<file path="config.mk">
export PLATFORM = sky130hd
export DESIGN_NAME = circular_buffer_deque
export DESIGN_NICKNAME = d
export VERILOG_FILES = /design/src/cbd_pkg.sv /design/src/cbd_ring.sv /design/src/cbd_ctrl.sv /design/src/circular_buffer_deque.sv
export SDC_FILE = /design/constraint.sdc
export NUM_CORES = 1
export LEC_CHECK = 0
export ABC_AREA = 1
export ABC_CLOCK_PERIOD_IN_PS = 5300
export BUFFER_PORTS_ARGS = -buffer_cell sky130_fd_sc_hd__buf_2
export CAP_MARGIN = 20
export CORE_MARGIN = 2
export CORE_UTILIZATION = 60
export DETAILED_ROUTE_END_ITERATION = 16
export PLACE_DENSITY_LB_ADDON = 0.1
export SYNTH_ARGS = -nofsm -noshare
export SYNTH_HDL_FRONTEND = slang
export SYNTH_SLANG_ARGS = --single-unit
export TNS_END_PERCENT = 1
</file>
<file path="constraint.sdc">
create_clock -name clk -period 5.3 [get_ports clk]
set_clock_uncertainty 0.05 [all_clocks]
set_input_delay 1.06 -clock clk [delete_from_list [all_inputs] [get_ports clk]]
set_output_delay 1.06 -clock clk [all_outputs]
set_load 0.005 [all_outputs]
</file>
<file path="src/cbd_pkg.sv">
// ----------------------------------------------------------------------------
// cbd_pkg
// shared types and constants of the circular buffer deque
// ----------------------------------------------------------------------------
`timescale 1ns / 1ps

package cbd_pkg;

	// default configuration
	localparam int SLOTS_DEF      = 16;
	localparam int DATA_WIDTH_DEF = 32;

	// fixed field widths of the item ports
	localparam int MODE_W  = 3;
	localparam int FIELD_W = 32;

	// command codes
	typedef enum logic [MODE_W-1:0] {
		MODE_NONE       = 3'd0,
		MODE_PUSH_BACK  = 3'd1,
		MODE_PUSH_FRONT = 3'd2,
		MODE_POP_FRONT  = 3'd3,
		MODE_POP_BACK   = 3'd4,
		MODE_CLEAR      = 3'd5
	} mode_t;

	// memory port control from sequencer to ring store
	typedef struct packed {
		logic wr_en;
		logic rd_en;
	} ring_ctl_t;

	// sequencer status towards the output register
	typedef struct packed {
		logic ready;
		logic ok;
		logic empty;
	} seq_stat_t;

endpackage

</file>
<file path="src/cbd_ring.sv">
// ----------------------------------------------------------------------------
// cbd_ring
// ring store: one write port, two registered read ports
// ----------------------------------------------------------------------------
`timescale 1ns / 1ps

module cbd_ring #(
	parameter int SLOTS      = cbd_pkg::SLOTS_DEF,
	parameter int DATA_WIDTH = cbd_pkg::DATA_WIDTH_DEF,
	localparam int IW        = $clog2(SLOTS)
) (
	input  logic                  clk,
	input  cbd_pkg::ring_ctl_t    ctl,
	input  logic [IW-1:0]         wr_addr,
	input  logic [DATA_WIDTH-1:0] wr_data,
	input  logic [IW-1:0]         rd_addr_front,
	input  logic [IW-1:0]         rd_addr_back,
	output logic [DATA_WIDTH-1:0] rd_front,
	output logic [DATA_WIDTH-1:0] rd_back
);

	logic [DATA_WIDTH-1:0] ring_q [SLOTS];
	logic [DATA_WIDTH-1:0] rd_front_q;
	logic [DATA_WIDTH-1:0] rd_back_q;

	// write port
	always_ff @(posedge clk) begin
		if (ctl.wr_en) begin
			ring_q[wr_addr] <= wr_data;
		end
	end

	// read ports, data held until the next read
	always_ff @(posedge clk) begin
		if (ctl.rd_en) begin
			rd_front_q <= ring_q[rd_addr_front];
			rd_back_q  <= ring_q[rd_addr_back];
		end
	end

	assign rd_front = rd_front_q;
	assign rd_back  = rd_back_q;

endmodule

</file>
<file path="src/cbd_ctrl.sv">
// ----------------------------------------------------------------------------
// cbd_ctrl
// command decode, head and tail indices and the access sequencer
// ----------------------------------------------------------------------------
`timescale 1ns / 1ps

module cbd_ctrl #(
	parameter int SLOTS      = cbd_pkg::SLOTS_DEF,
	parameter int DATA_WIDTH = cbd_pkg::DATA_WIDTH_DEF,
	localparam int IW        = $clog2(SLOTS)
) (
	input  logic                        clk,
	input  logic                        arst_n,
	input  logic                        in_valid,
	output logic                        in_stall,
	input  logic [cbd_pkg::MODE_W-1:0]  mode,
	input  logic [cbd_pkg::FIELD_W-1:0] value,
	input  logic                        out_free,
	output cbd_pkg::seq_stat_t          stat,
	output cbd_pkg::ring_ctl_t          ctl,
	output logic [IW-1:0]               wr_addr,
	output logic [DATA_WIDTH-1:0]       wr_data,
	output logic [IW-1:0]               rd_addr_front,
	output logic [IW-1:0]               rd_addr_back
);

	localparam logic [IW-1:0] LAST = IW'(SLOTS - 1);

	typedef enum logic [1:0] {
		ST_IDLE,
		ST_READ,
		ST_DATA
	} state_t;

	state_t        state_q;
	logic [IW-1:0] head_q;
	logic [IW-1:0] tail_q;
	logic          ok_q;

	logic          accept;
	logic [IW-1:0] head_up;
	logic [IW-1:0] head_dn;
	logic [IW-1:0] tail_up;
	logic [IW-1:0] tail_dn;
	logic [IW-1:0] head_n;
	logic [IW-1:0] tail_n;
	logic          ok_n;
	logic          wr_en;
	logic          empty;

	assign accept = in_valid && (state_q == ST_IDLE);
	assign empty  = (head_q == tail_q);

	// ring neighbours of both indices
	assign head_up = (head_q == LAST) ? '0 : head_q + 1'b1;
	assign head_dn = (head_q == '0) ? LAST : head_q - 1'b1;
	assign tail_up = (tail_q == LAST) ? '0 : tail_q + 1'b1;
	assign tail_dn = (tail_q == '0) ? LAST : tail_q - 1'b1;

	// command decode
	always_comb begin
		head_n  = head_q;
		tail_n  = tail_q;
		ok_n    = 1'b1;
		wr_en   = 1'b0;
		wr_addr = tail_q;
		case (cbd_pkg::mode_t'(mode))
			cbd_pkg::MODE_PUSH_BACK: begin
				if (tail_up == head_q) begin
					ok_n = 1'b0;
				end else begin
					wr_en  = 1'b1;
					tail_n = tail_up;
				end
			end
			cbd_pkg::MODE_PUSH_FRONT: begin
				wr_addr = head_dn;
				if (head_dn == tail_q) begin
					ok_n = 1'b0;
				end else begin
					wr_en  = 1'b1;
					head_n = head_dn;
				end
			end
			cbd_pkg::MODE_POP_FRONT: begin
				if (empty) begin
					ok_n = 1'b0;
				end else begin
					head_n = head_up;
				end
			end
			cbd_pkg::MODE_POP_BACK: begin
				if (empty) begin
					ok_n = 1'b0;
				end else begin
					tail_n = tail_dn;
				end
			end
			cbd_pkg::MODE_CLEAR: begin
				head_n = '0;
				tail_n = '0;
			end
			default: begin
			end
		endcase
	end

	// state, indices and command status
	always_ff @(posedge clk or negedge arst_n) begin
		if (!arst_n) begin
			state_q <= ST_IDLE;
			head_q  <= '0;
			tail_q  <= '0;
			ok_q    <= 1'b0;
		end else begin
			case (state_q)
				ST_IDLE: begin
					if (accept) begin
						head_q  <= head_n;
						tail_q  <= tail_n;
						ok_q    <= ok_n;
						state_q <= ST_READ;
					end
				end
				ST_READ: begin
					state_q <= ST_DATA;
				end
				ST_DATA: begin
					if (out_free) begin
						state_q <= ST_IDLE;
					end
				end
				default: begin
					state_q <= ST_IDLE;
				end
			endcase
		end
	end

	// memory access, the reads come in the cycle after the write
	assign ctl.wr_en     = accept && wr_en;
	assign ctl.rd_en     = (state_q == ST_READ);
	assign wr_data       = DATA_WIDTH'(value);
	assign rd_addr_front = head_q;
	assign rd_addr_back  = tail_dn;

	assign in_stall   = (state_q != ST_IDLE);
	assign stat.ready = (state_q == ST_DATA);
	assign stat.ok    = ok_q;
	assign stat.empty = empty;

endmodule

</file>
<file path="src/circular_buffer_deque.sv">
// ----------------------------------------------------------------------------
// circular_buffer_deque
// double-ended queue of up to SLOTS-1 elements held in a ring store
// ----------------------------------------------------------------------------
// Each item carries one command (none, push back, push front, pop front,
// pop back, clear) and yields one result item with ok, the empty flag and
// the front and back elements after the command, which read zero when the
// queue is empty. The command updates the indices and writes the ring
// store in the cycle it is accepted, the store is read at the new front
// and back in the next one (ST_READ), and the registered read data forms
// the result in ST_DATA once the output register is free. in_stall is high
// in ST_READ and ST_DATA, so a new item is taken only after the result of
// the last one has entered the output register. The output register lets
// the next item enter while a result is still waiting to be taken. No
// clearing pass is needed after reset.
`timescale 1ns / 1ps

module circular_buffer_deque #(
	parameter int SLOTS      = cbd_pkg::SLOTS_DEF,
	parameter int DATA_WIDTH = cbd_pkg::DATA_WIDTH_DEF
) (
	input  logic                        clk,
	input  logic                        arst_n,
	input  logic                        in_valid,
	output logic                        in_stall,
	input  logic [cbd_pkg::MODE_W-1:0]  mode,
	input  logic [cbd_pkg::FIELD_W-1:0] value,
	output logic                        out_valid,
	input  logic                        out_stall,
	output logic                        ok,
	output logic                        empty_res,
	output logic [cbd_pkg::FIELD_W-1:0] front_value,
	output logic [cbd_pkg::FIELD_W-1:0] back_value
);

	localparam int IW = $clog2(SLOTS);

	cbd_pkg::seq_stat_t    stat;
	cbd_pkg::ring_ctl_t    ctl;
	logic [IW-1:0]         wr_addr;
	logic [DATA_WIDTH-1:0] wr_data;
	logic [IW-1:0]         rd_addr_front;
	logic [IW-1:0]         rd_addr_back;
	logic [DATA_WIDTH-1:0] rd_front;
	logic [DATA_WIDTH-1:0] rd_back;

	logic                        out_valid_q;
	logic                        ok_q;
	logic                        empty_q;
	logic [cbd_pkg::FIELD_W-1:0] front_q;
	logic [cbd_pkg::FIELD_W-1:0] back_q;
	logic                        out_free;
	logic                        load;

	cbd_ctrl #(
		.SLOTS      (SLOTS),
		.DATA_WIDTH (DATA_WIDTH)
	) u_ctrl (
		.clk           (clk),
		.arst_n        (arst_n),
		.in_valid      (in_valid),
		.in_stall      (in_stall),
		.mode          (mode),
		.value         (value),
		.out_free      (out_free),
		.stat          (stat),
		.ctl           (ctl),
		.wr_addr       (wr_addr),
		.wr_data       (wr_data),
		.rd_addr_front (rd_addr_front),
		.rd_addr_back  (rd_addr_back)
	);

	cbd_ring #(
		.SLOTS      (SLOTS),
		.DATA_WIDTH (DATA_WIDTH)
	) u_ring (
		.clk           (clk),
		.ctl           (ctl),
		.wr_addr       (wr_addr),
		.wr_data       (wr_data),
		.rd_addr_front (rd_addr_front),
		.rd_addr_back  (rd_addr_back),
		.rd_front      (rd_front),
		.rd_back       (rd_back)
	);

	// output register handshake
	assign out_free = !out_valid_q || !out_stall;
	assign load     = stat.ready && out_free;

	always_ff @(posedge clk or negedge arst_n) begin
		if (!arst_n) begin
			out_valid_q <= 1'b0;
		end else if (load) begin
			out_valid_q <= 1'b1;
		end else if (!out_stall) begin
			out_valid_q <= 1'b0;
		end
	end

	// result fields, elements zeroed on an empty queue
	always_ff @(posedge clk) begin
		if (load) begin
			ok_q    <= stat.ok;
			empty_q <= stat.empty;
			front_q <= stat.empty ? '0 : cbd_pkg::FIELD_W'(rd_front);
			back_q  <= stat.empty ? '0 : cbd_pkg::FIELD_W'(rd_back);
		end
	end

	assign out_valid   = out_valid_q;
	assign ok          = ok_q;
	assign empty_res   = empty_q;
	assign front_value = front_q;
	assign back_value  = back_q;

endmodule

</file>
==> flow_results.org, run 1 <==
** STA
- Final period demand of the worst path :: 3.85 ns
- Rel. slew slack :: 24.3%
- The number of pins exceeding their max-slew limit in the final report was 0.
- Achievable clock frequency :: 260 MHz
- Setup Total Neg Slack :: 0 ns
- Setup violations remaining at the end of the flow were counted as 0.
- After layout, the worst path uses 72.6% of the clock period.
- Setup repair after global routing left no endpoint under its margin.
- At the pin with the least slew margin, the transition time is 1.14 ns.
- The number of hold violations in the final report came to 0.

** Floorplanning
- The die covers 52700 um^2.
- The floorplan step set the die height to 230 um.
- Standard cell core area :: 50200 um^2
- During I/O placement, the number of pins put on the boundary was 107.
- Standard-cell rows :: 82
- Once the floorplan was initialized, standard cells occupied 60.9% of the core.
- Die width :: 230 um

** Outcome
- The flow ran to the end, and the final reports show no timing, DRC or antenna violations.

** Detailed routing
- Wire per inst :: 26.2 um
- The pre-antenna-repair detailed-routing pass consisted of 6 iterations.
- For this run, design rule violations remaining after detail routing come to 0.
- Remaining antenna violation count after routing :: 0
- Final Routed Wirelength :: 94.3 mm
- Via density :: 6.70
- The final route contains 24100 vias.
- Detailed router's first-iteration violation count :: 3905

** Clocking
- Clock Root Buffer :: sky130_fd_sc_hd__clkbuf_16
- Hold buffer count at cts :: 0
- Clock Pin Slew Worst Setup and Hold Paths :: 0.06 ns
- After clock tree synthesis, the repair step resized 0 gates.
- In this run the post-CTS setup repair buffer count came out at 0.
- The clock reaches the later pin of the worst-skew pair after 0.62 ns.
- Htree depth :: 3
- Buffers inserted during clock tree synthesis total 71.
- Clk sink count :: 654
- Clock Tree Buf Depth :: 3
- TritonCTS built the clock tree.

** Worst setup path
- In this run the worst setup path begins at u_ctrl.rd_addr_front[1]$_DFFE_PN0P_.
- The endpoint identified for the worst register-to-register timing path is u_ring.ring_q[15][11]$_DFFE_PP_.
- The worst setup path is launched from a flip-flop.
- Data arrives at the worst endpoint at 4.09 ns.
- CP Capture Type :: flip-flop
- For the worst setup path, the data required time is 5.54 ns.
- Flop2flop setup slack :: 1.45 ns
- The setup path with the least slack is of type flip-flop to flip-flop.
- The startpoint identified for the worst register-to-register timing path is u_ctrl.rd_addr_front[1]$_DFFE_PN0P_.
- In this run the worst path has a maximum fanout of 35.
- Counting cells, the worst reg-to-reg path comes to 12.

** Synth
- Number of nets produced by synthesis :: 2902
- Average cell area after synthesis :: 10.7 um^2
- Cell taking the most area after synthesis :: sky130_fd_sc_hd__edfxtp_1
- After technology mapping, the gate count stands at 2858.
- Fraction of synthesized cell area taken by the top area cell type :: 63.1%
- Of the synthesized area, sequential elements account for 64.1%.
- Synth cell types :: 40
- The synthesized netlist occupies a cell area of 30500 um^2.
- Ys Warns :: 0
- Top post-synthesis cells by area :: sky130_fd_sc_hd__edfxtp_1 63%, sky130_fd_sc_hd__o21ai_0 5.7%, sky130_fd_sc_hd__a21oi_1 4.8%
- Number of storage elements in the synthesis netlist :: 654

** Place
- Count of input and output buffers :: 106
- Placement-stage cell area :: 31400 um^2
- Final Wtd Congestion :: 0.893
- Detailed placement ended at an HPWL of 51.2 mm.

** Layout
- The finished cells cover 33700 um^2.
- Of the cells placed in the final design, the portion with a size suffix greater than 1 is 10.6%.
- Multi-input gate area in the final layout :: 8940 um^2
- After the last flow step, the layout net total stands at 2908.
- Compared with the post-synthesis result, the final layout area differs by 10.2%.
- Fillcell total :: 3764
- Reg area :: 19600 um^2

** Power
- Summed over all cells, the static leakage comes to 11.9 nW.
- Internal power comes to 12.1 mW.
- Clock group share of total power :: 21.7%
- In this run the power spent charging and discharging nets is 9.67 mW.
- Power spread over the standard cell area amounts to 647 nW/um^2.
- Per report_power, the sequential group accounts for 31.9% of the total.
- Combinational logic is responsible for 46.4% of the overall power.
- Sw Share :: 44.4%
- IR analysis of the VDD net gives a maximum drop of 0.539 mV.

** Global routing
- After global routing the overflow that remains totals 0.
- Number of antenna violations at the first check in global routing :: 4
- Entering global routing, the biggest net connects 179 pins.
- Total GRT Usage :: 35.7%
- Wire length of the first global-routing pass :: 140 mm
- Number of global-route vias before repair :: 22700

** Flow run
- The tool flagged a number of max-cap violations equal to 0.

** Worst hold path
- Path category of the worst min-delay check :: input pin to async pin
-- registers in the layout, summed over array words and instances, names as in the netlist, 2 cells and up --
| register | cells |
|---|---|
| u_ring.rd_front | 32 |
| front_value | 32 |
| u_ring.ring_q | 512 |
| u_ctrl.tail_q | 4 |
| back_value | 32 |
| u_ctrl.rd_addr_front | 4 |
| u_ctrl.state_q | 2 |
| u_ring.rd_back | 32 |
-- area by class of cell --
| cell class | count | share of cell area, % |
|---|---|---|
| diodes | 3 | 0.0223 |
| multi-input cells | 1728 | 26.6 |
| repair buffers | 155 | 3.32 |
| clock buffers | 89 | 5.67 |
| clock inverters | 38 | 0.829 |
| well taps | 672 | 2.50 |
| inverters | 254 | 2.88 |
| flip-flops and latches | 654 | 58.2 |
-- routing by layer --
| layer | routed length (um) | track usage (%) | up-vias |
|---|---|---|---|
| li1 | - | - | 10300 |
| met1 | 36300 | 51.6 | 11600 |
| met2 | 41000 | 51.7 | 1857 |
| met3 | 13000 | 9.19 | 326 |
| met4 | 3970 | 15.2 | 4 |
| met5 | 30 | 0 | - |
-- Yosys cell counts, drive strengths merged --
| master | n |
|---|---|
| xor2 | 2 |
| dfrtp | 12 |
| ha | 5 |
| nand2 | 171 |
| a22oi | 23 |
| o21ai | 428 |
| nor2 | 371 |
| o21bai | 2 |
| inv | 253 |
| clkinv | 1 |
| o22ai | 2 |
| o211ai | 161 |
| o2111ai | 39 |
| xnor2 | 5 |
| buf | 141 |
| a21oi | 293 |
| edfxtp | 642 |
| or2 | 1 |
| nand3 | 212 |
| o31ai | 1 |
| a32oi | 8 |
| nand4 | 3 |
| nor3 | 1 |
| clkbuf | 81 |
-- metrics by stage --
step	setup WS (ns)	power, mW	hold slack [ns]	std cells	util [%]
after CTS	1.57	21.4	0.263	3589	67.0
after global placement	1.57	16.5	0.419	3462	62.7
after detailed placement	1.54	16.7	0.438	3462	62.7
after global routing	1.29	22.8	0.282	3591	67.1
final	1.45	21.8	0.284	3593	67.1
after floorplan	0.452	13.7	0.376	2858	-
-- power groups by stage --
stage          Clock, mW  Combinational, mW  Sequential [mW]
2_1_floorplan          0               6.92             6.80
3_3_place_gp           0               9.45             7.01
3_5_place_dp           0               9.67             7.03
4_1_cts             4.74               9.73             6.93
5_1_grt             4.95               10.9             6.98
6_report            4.72               10.1             6.94
-- cell usage in the layout (no fill, tap or decap), types with 16 or more instances in the layout --
cell	synthesis	routed
sky130_fd_sc_hd__o21ai_1	72	72
sky130_fd_sc_hd__o2111ai_1	39	39
sky130_fd_sc_hd__o211ai_1	161	161
sky130_fd_sc_hd__clkinv_1	1	16
sky130_fd_sc_hd__nor2_4	0	18
sky130_fd_sc_hd__buf_2	80	106
sky130_fd_sc_hd__a22oi_1	23	23
sky130_fd_sc_hd__nand2_1	167	166
sky130_fd_sc_hd__clkbuf_16	0	74
sky130_fd_sc_hd__nand3_1	206	206
sky130_fd_sc_hd__a21oi_1	292	291
sky130_fd_sc_hd__nor2_1	370	353
sky130_fd_sc_hd__edfxtp_1	642	642
sky130_fd_sc_hd__buf_4	25	31
sky130_fd_sc_hd__o21ai_0	346	346
sky130_fd_sc_hd__buf_12	0	17
sky130_fd_sc_hd__inv_1	245	241
-- worst max-delay path, stage by stage, from the launching register on --
cell and delay, ns:
sky130_fd_sc_hd__dfrtp_4 0.43, sky130_fd_sc_hd__clkinv_2 0.59, sky130_fd_sc_hd__ha_1 0.50, sky130_fd_sc_hd__inv_1 0.06, sky130_fd_sc_hd__nand2_1 0.06, sky130_fd_sc_hd__nand2_1 0.13
sky130_fd_sc_hd__nand2_1 0.06, sky130_fd_sc_hd__o21ai_0 0.15, sky130_fd_sc_hd__inv_1 0.10, sky130_fd_sc_hd__a21oi_1 0.17, sky130_fd_sc_hd__nand3_2 0.23, sky130_fd_sc_hd__nor2_4 0.66
sky130_fd_sc_hd__buf_12 0.31
-- how the worst max path moves through the flow --
| stage | to | cells past startpoint |
|---|---|---|
| 6_report | u_ring.ring_q[15][11]$_DFFE_PP_ | 12 |
| 5_1_grt | u_ring.ring_q[4][3]$_DFFE_PP_ | 12 |
| 4_1_cts | u_ring.ring_q[15][17]$_DFFE_PP_ | 12 |
| 3_5_place_dp | u_ring.ring_q[15][16]$_DFFE_PP_ | 11 |
| 3_3_place_gp | u_ring.ring_q[15][11]$_DFFE_PP_ | 11 |
| 2_1_floorplan | back_value[0]$_SDFFCE_PP0P_ | 1 |
-- cell families after synthesis --
kind of cell / synth area share (%)
compound gates: 17.9
simple gates: 10.4
flops: 64.1
fa+ha+maj: 0.205
buf+inv: 7.14
xor+xnor: 0.201
No activity file was read; power rests on OpenSTA's default activity.
==> run 2, diff against run 1 <==
Settings changed: ABC_CLOCK_PERIOD_IN_PS 5300 to 3400, CORE_UTILIZATION 60 to 56.
Clock period 5.3 ns to 3.4 ns, I/O delays scaled along.
==> flow_results.org, run 2 (synthesis results as in run 1) <==
** Worst setup path
- Peak fanout along the critical path :: 17 (was 35)
- CP Capture Type :: flip-flop (unchanged)
- The start point of the critical path is u_ctrl.rd_addr_front[1]$_DFFE_PN0P_ (unchanged).
- The depth of the worst register-to-register path was 14 (was 12).
- WP data required :: 3.64 ns (was 5.54 ns)
- Worst reg2reg endpoint :: u_ring.ring_q[8][23]$_DFFE_PP_ (was u_ring.ring_q[15][11]$_DFFE_PP_)
- The path type of the worst setup path is flip-flop to flip-flop (unchanged).
- The type of element launching the critical path is a flip-flop (unchanged).
- Flop2flop setup slack :: 0.13 ns (was 1.45 ns)
- Arr. time, crit path :: 3.51 ns (was 4.09 ns)
- Worst setup path end :: u_ring.ring_q[8][23]$_DFFE_PP_ (was u_ring.ring_q[15][11]$_DFFE_PP_)
- Critical R2R Launch :: u_ctrl.rd_addr_front[1]$_DFFE_PN0P_ (unchanged)

** Clocking
- The clock root buffer is sky130_fd_sc_hd__clkbuf_16 (unchanged).
- Clock tree from TritonCTS :: built (unchanged)
- Clock buffer count from CTS :: 72 (was 71)
- The clock latency on the worst-skew pair came to 0.62 ns (about the same).
- Clk sink count :: 654 (unchanged)
- The H-tree depth is 3 (unchanged).
- Clock Tree Buf Depth :: 3 (unchanged)
- Clock Pin Slew Worst Setup and Hold Paths :: 0.06 ns (about the same)

** Detailed routing
- The total number of vias was 23600 (was 24100).
- The detailed-router iteration count before antenna repair was 6 (unchanged).
- The DRC marker count from the first detailed-route iteration came to 3584 (was 3905).
- The average wire per cell in the routed design came to 24.9 um (was 26.2 um).
- The number of nets with antenna violations after detailed routing was 0 (unchanged).
- The detailed-route wire length came to 91.1 mm (was 94.3 mm).
- The number of remaining DRC errors was 0 (unchanged).
- Via density :: 6.44 (was 6.70)

** STA
- The fmax is 306 MHz (was 260 MHz).
- Unrepaired setup endpoints after global routing :: false (unchanged)
- Hold Worst Slack :: 0.324 ns (was 0.284 ns)
- Worst Setup Slack, final :: 0.130 ns (was 1.45 ns)
- Tightest Pin Transition :: 1.11 ns (was 1.14 ns)
- Rel. slew slack :: 26.0% (was 24.3%)
- Final max-slew violation count :: 0 (unchanged)
- The final period utilization came to 96.2% (was 72.6%).
- The number of hold violations in the final report was 0 (unchanged).
- The count of final setup violators was 0 (unchanged).
- Final period demand of the worst path :: 3.27 ns (was 3.85 ns)
- The setup TNS was 0 ns (unchanged).

** Layout
- The register area came to 19600 um^2 (unchanged).
- The final instance count without filler cells came to 3662 (was 3593).
- The cell area after layout is 34300 um^2 (was 33700 um^2).
- Share of final-layout standard cells stronger than drive strength 1 :: 12.0% (was 10.6%)
- Fillcell total :: 4194 (was 3764)
- Most frequent standard cell in the layout excluding fill and tap cells :: sky130_fd_sc_hd__edfxtp_1 (unchanged)
- Largest Register :: u_ring.ring_q (unchanged)
- Net count of the finished layout :: 2960 (was 2908)
- The fraction of the core area covered by cells at the end of the flow came to 63.7% (was 67.1%).
- Commonest non-fill, non-tap cells in the layout: 642 x sky130_fd_sc_hd__edfxtp_1, 353 x sky130_fd_sc_hd__nor2_1, 346 x sky130_fd_sc_hd__o21ai_0, 291 x sky130_fd_sc_hd__a21oi_1, 241 x sky130_fd_sc_hd__inv_1 (unchanged).
- Number of flip-flops in the largest register :: 512 (unchanged)
- The area of the multi-input gates was 8940 um^2 (unchanged).
- Area added between synthesis and finish :: 12.4% (was 10.2%)
- The antenna diode instance count is 0 (was 3).

** Global routing
- Residual overflow from global routing :: 0 (unchanged)
- The via count of the first global-routing pass is 22500 (was 22700).
- Wire length of the first global-routing pass :: 136 mm (was 140 mm)
- Number of antenna violations at the first check in global routing :: 7 (was 4)
- The largest net degree at the start of global routing is 178 (was 179).
- Total GRT Usage :: 32.1% (was 35.7%)

** Power
- The static leakage was 12.2 nW (was 11.9 nW).
- Net switching power :: 15.4 mW (was 9.67 mW)
- The internal portion of total power came to 19.7 mW (was 12.1 mW).
- The share of power burned in the clock network was 21.4% (was 21.7%).
- Power after layout :: 35.0 mW (was 21.8 mW)
- Reg power frac :: 30.2% (was 31.9%)
- The fraction of power spent switching nets was 43.9% (was 44.4%).
- The total power divided by cell area was 1020 nW/um^2 (was 647 nW/um^2).
- Peak VDD IR :: 0.829 mV (was 0.539 mV)
- Logic gate share of total power :: 48.3% (was 46.4%)

** Place
- The final estimated routing congestion in global placement is 0.870 (was 0.893).
- Post-placement cell count :: 3537 (was 3462)
- The placed wire-length estimate is 52.3 mm (was 51.2 mm).
- Placement-stage cell area :: 32100 um^2 (was 31400 um^2)
- The pre-CTS worst setup slack was 0.0696 ns (was 1.54 ns).
- The count of buffers from port buffering was 106 (unchanged).

** Floorplanning
- The height of the die was 238 um (was 230 um).
- The starting density of the core came to 56.7% (was 60.9%).
- Standard cell core area :: 53900 um^2 (was 50200 um^2)
- The width of the die was 238 um (was 230 um).
- Standard-cell rows :: 85 (was 82)
- Total die area :: 56400 um^2 (was 52700 um^2)
- The boundary pin count came to 107 (unchanged).

** Flow run
- The max-capacitance violation count was 0 (unchanged).

** Worst hold path
- The class of the tightest hold or removal check is input pin to flip-flop (was input pin to async pin).

** Outcome
- Outcome: finished, final reports clean (unchanged).
run 2: changes by cell type in the layout (fill, tap and decap cells not counted), moves of 4 or more:
cell | before | now
sky130_fd_sc_hd__clkinv_1 | 16 | 12
sky130_fd_sc_hd__buf_4 | 31 | 64
sky130_fd_sc_hd__clkinv_2 | 15 | 11
sky130_fd_sc_hd__clkbuf_1 | 15 | 19
sky130_fd_sc_hd__buf_12 | 17 | 33
run 2: power by group through the flow:
stage	logic [mW]	registers [mW]	clock network, mW
5_1_grt	18.2	10.6	7.89
3_5_place_dp	16.4	10.7	0
4_1_cts	16.4	10.6	7.57
6_report	16.9	10.6	7.51
3_3_place_gp	16.0	10.7	0
2_1_floorplan	10.8	10.6	0
run 2: how the worst min path moves through the flow:
stage / start / to / depth (start not counted)
global placement: u_ctrl.ok_q$_DFFE_PN0P_ / ok$_DFFE_PP_ / 0
floorplan: arst_n / out_valid$_DFFE_PN0P_ / 0
global route: out_stall / u_ctrl.state_q[1]$_DFFE_PN0P_ / 3
finish: out_stall / out_valid$_DFFE_PN0P_ / 3
detailed placement: u_ctrl.ok_q$_DFFE_PN0P_ / ok$_DFFE_PP_ / 0
CTS: out_stall / out_valid$_DFFE_PN0P_ / 3
run 2: cell type report:
class / instances / area share, %
Clock buffer: 92 / 5.53
Clock inverter: 32 / 0.970
Inverter: 254 / 2.82
Multi-Input combinational cell: 1728 / 26.1
Sequential cell: 654 / 57.1
Tap cell: 696 / 2.54
Timing Repair Buffer: 206 / 5.01
run 2: metal layers:
layer / vias to the layer above / share of wire (%) / GRT usage (%)
met5: - / 0.071 / 0
met4: 10 / 3.0 / 10.9
met3: 240 / 13 / 7.98
met2: 1594 / 44 / 47.2
met1: 11300 / 41 / 47.0
li1: 10400 / - / -
run 2: critical path: stages (launching register included):
cell and delay, ns:
sky130_fd_sc_hd__dfrtp_4 0.51, sky130_fd_sc_hd__clkinv_2 0.10, sky130_fd_sc_hd__ha_1 0.19, sky130_fd_sc_hd__nand2_1 0.10
sky130_fd_sc_hd__nand3_1 0.14, sky130_fd_sc_hd__nand2_1 0.09, sky130_fd_sc_hd__nand2_1 0.06, sky130_fd_sc_hd__nand2_1 0.05
sky130_fd_sc_hd__nand2_1 0.06, sky130_fd_sc_hd__nand2_1 0.08, sky130_fd_sc_hd__nand2_2 0.10, sky130_fd_sc_hd__buf_4 0.14
sky130_fd_sc_hd__nand3_2 0.20, sky130_fd_sc_hd__nor2_4 0.79, sky130_fd_sc_hd__buf_12 0.28
run 2: timing repair:
| item | in CTS | in global routing |
|---|---|---|
| resized for setup | 0 | 1 |
| hold buffers | 1 | 0 |
| setup endpoints to repair | 0 | 5 |
| buffers inserted | 0 | 0 |
| hold endpoints to repair | 12 | 0 |
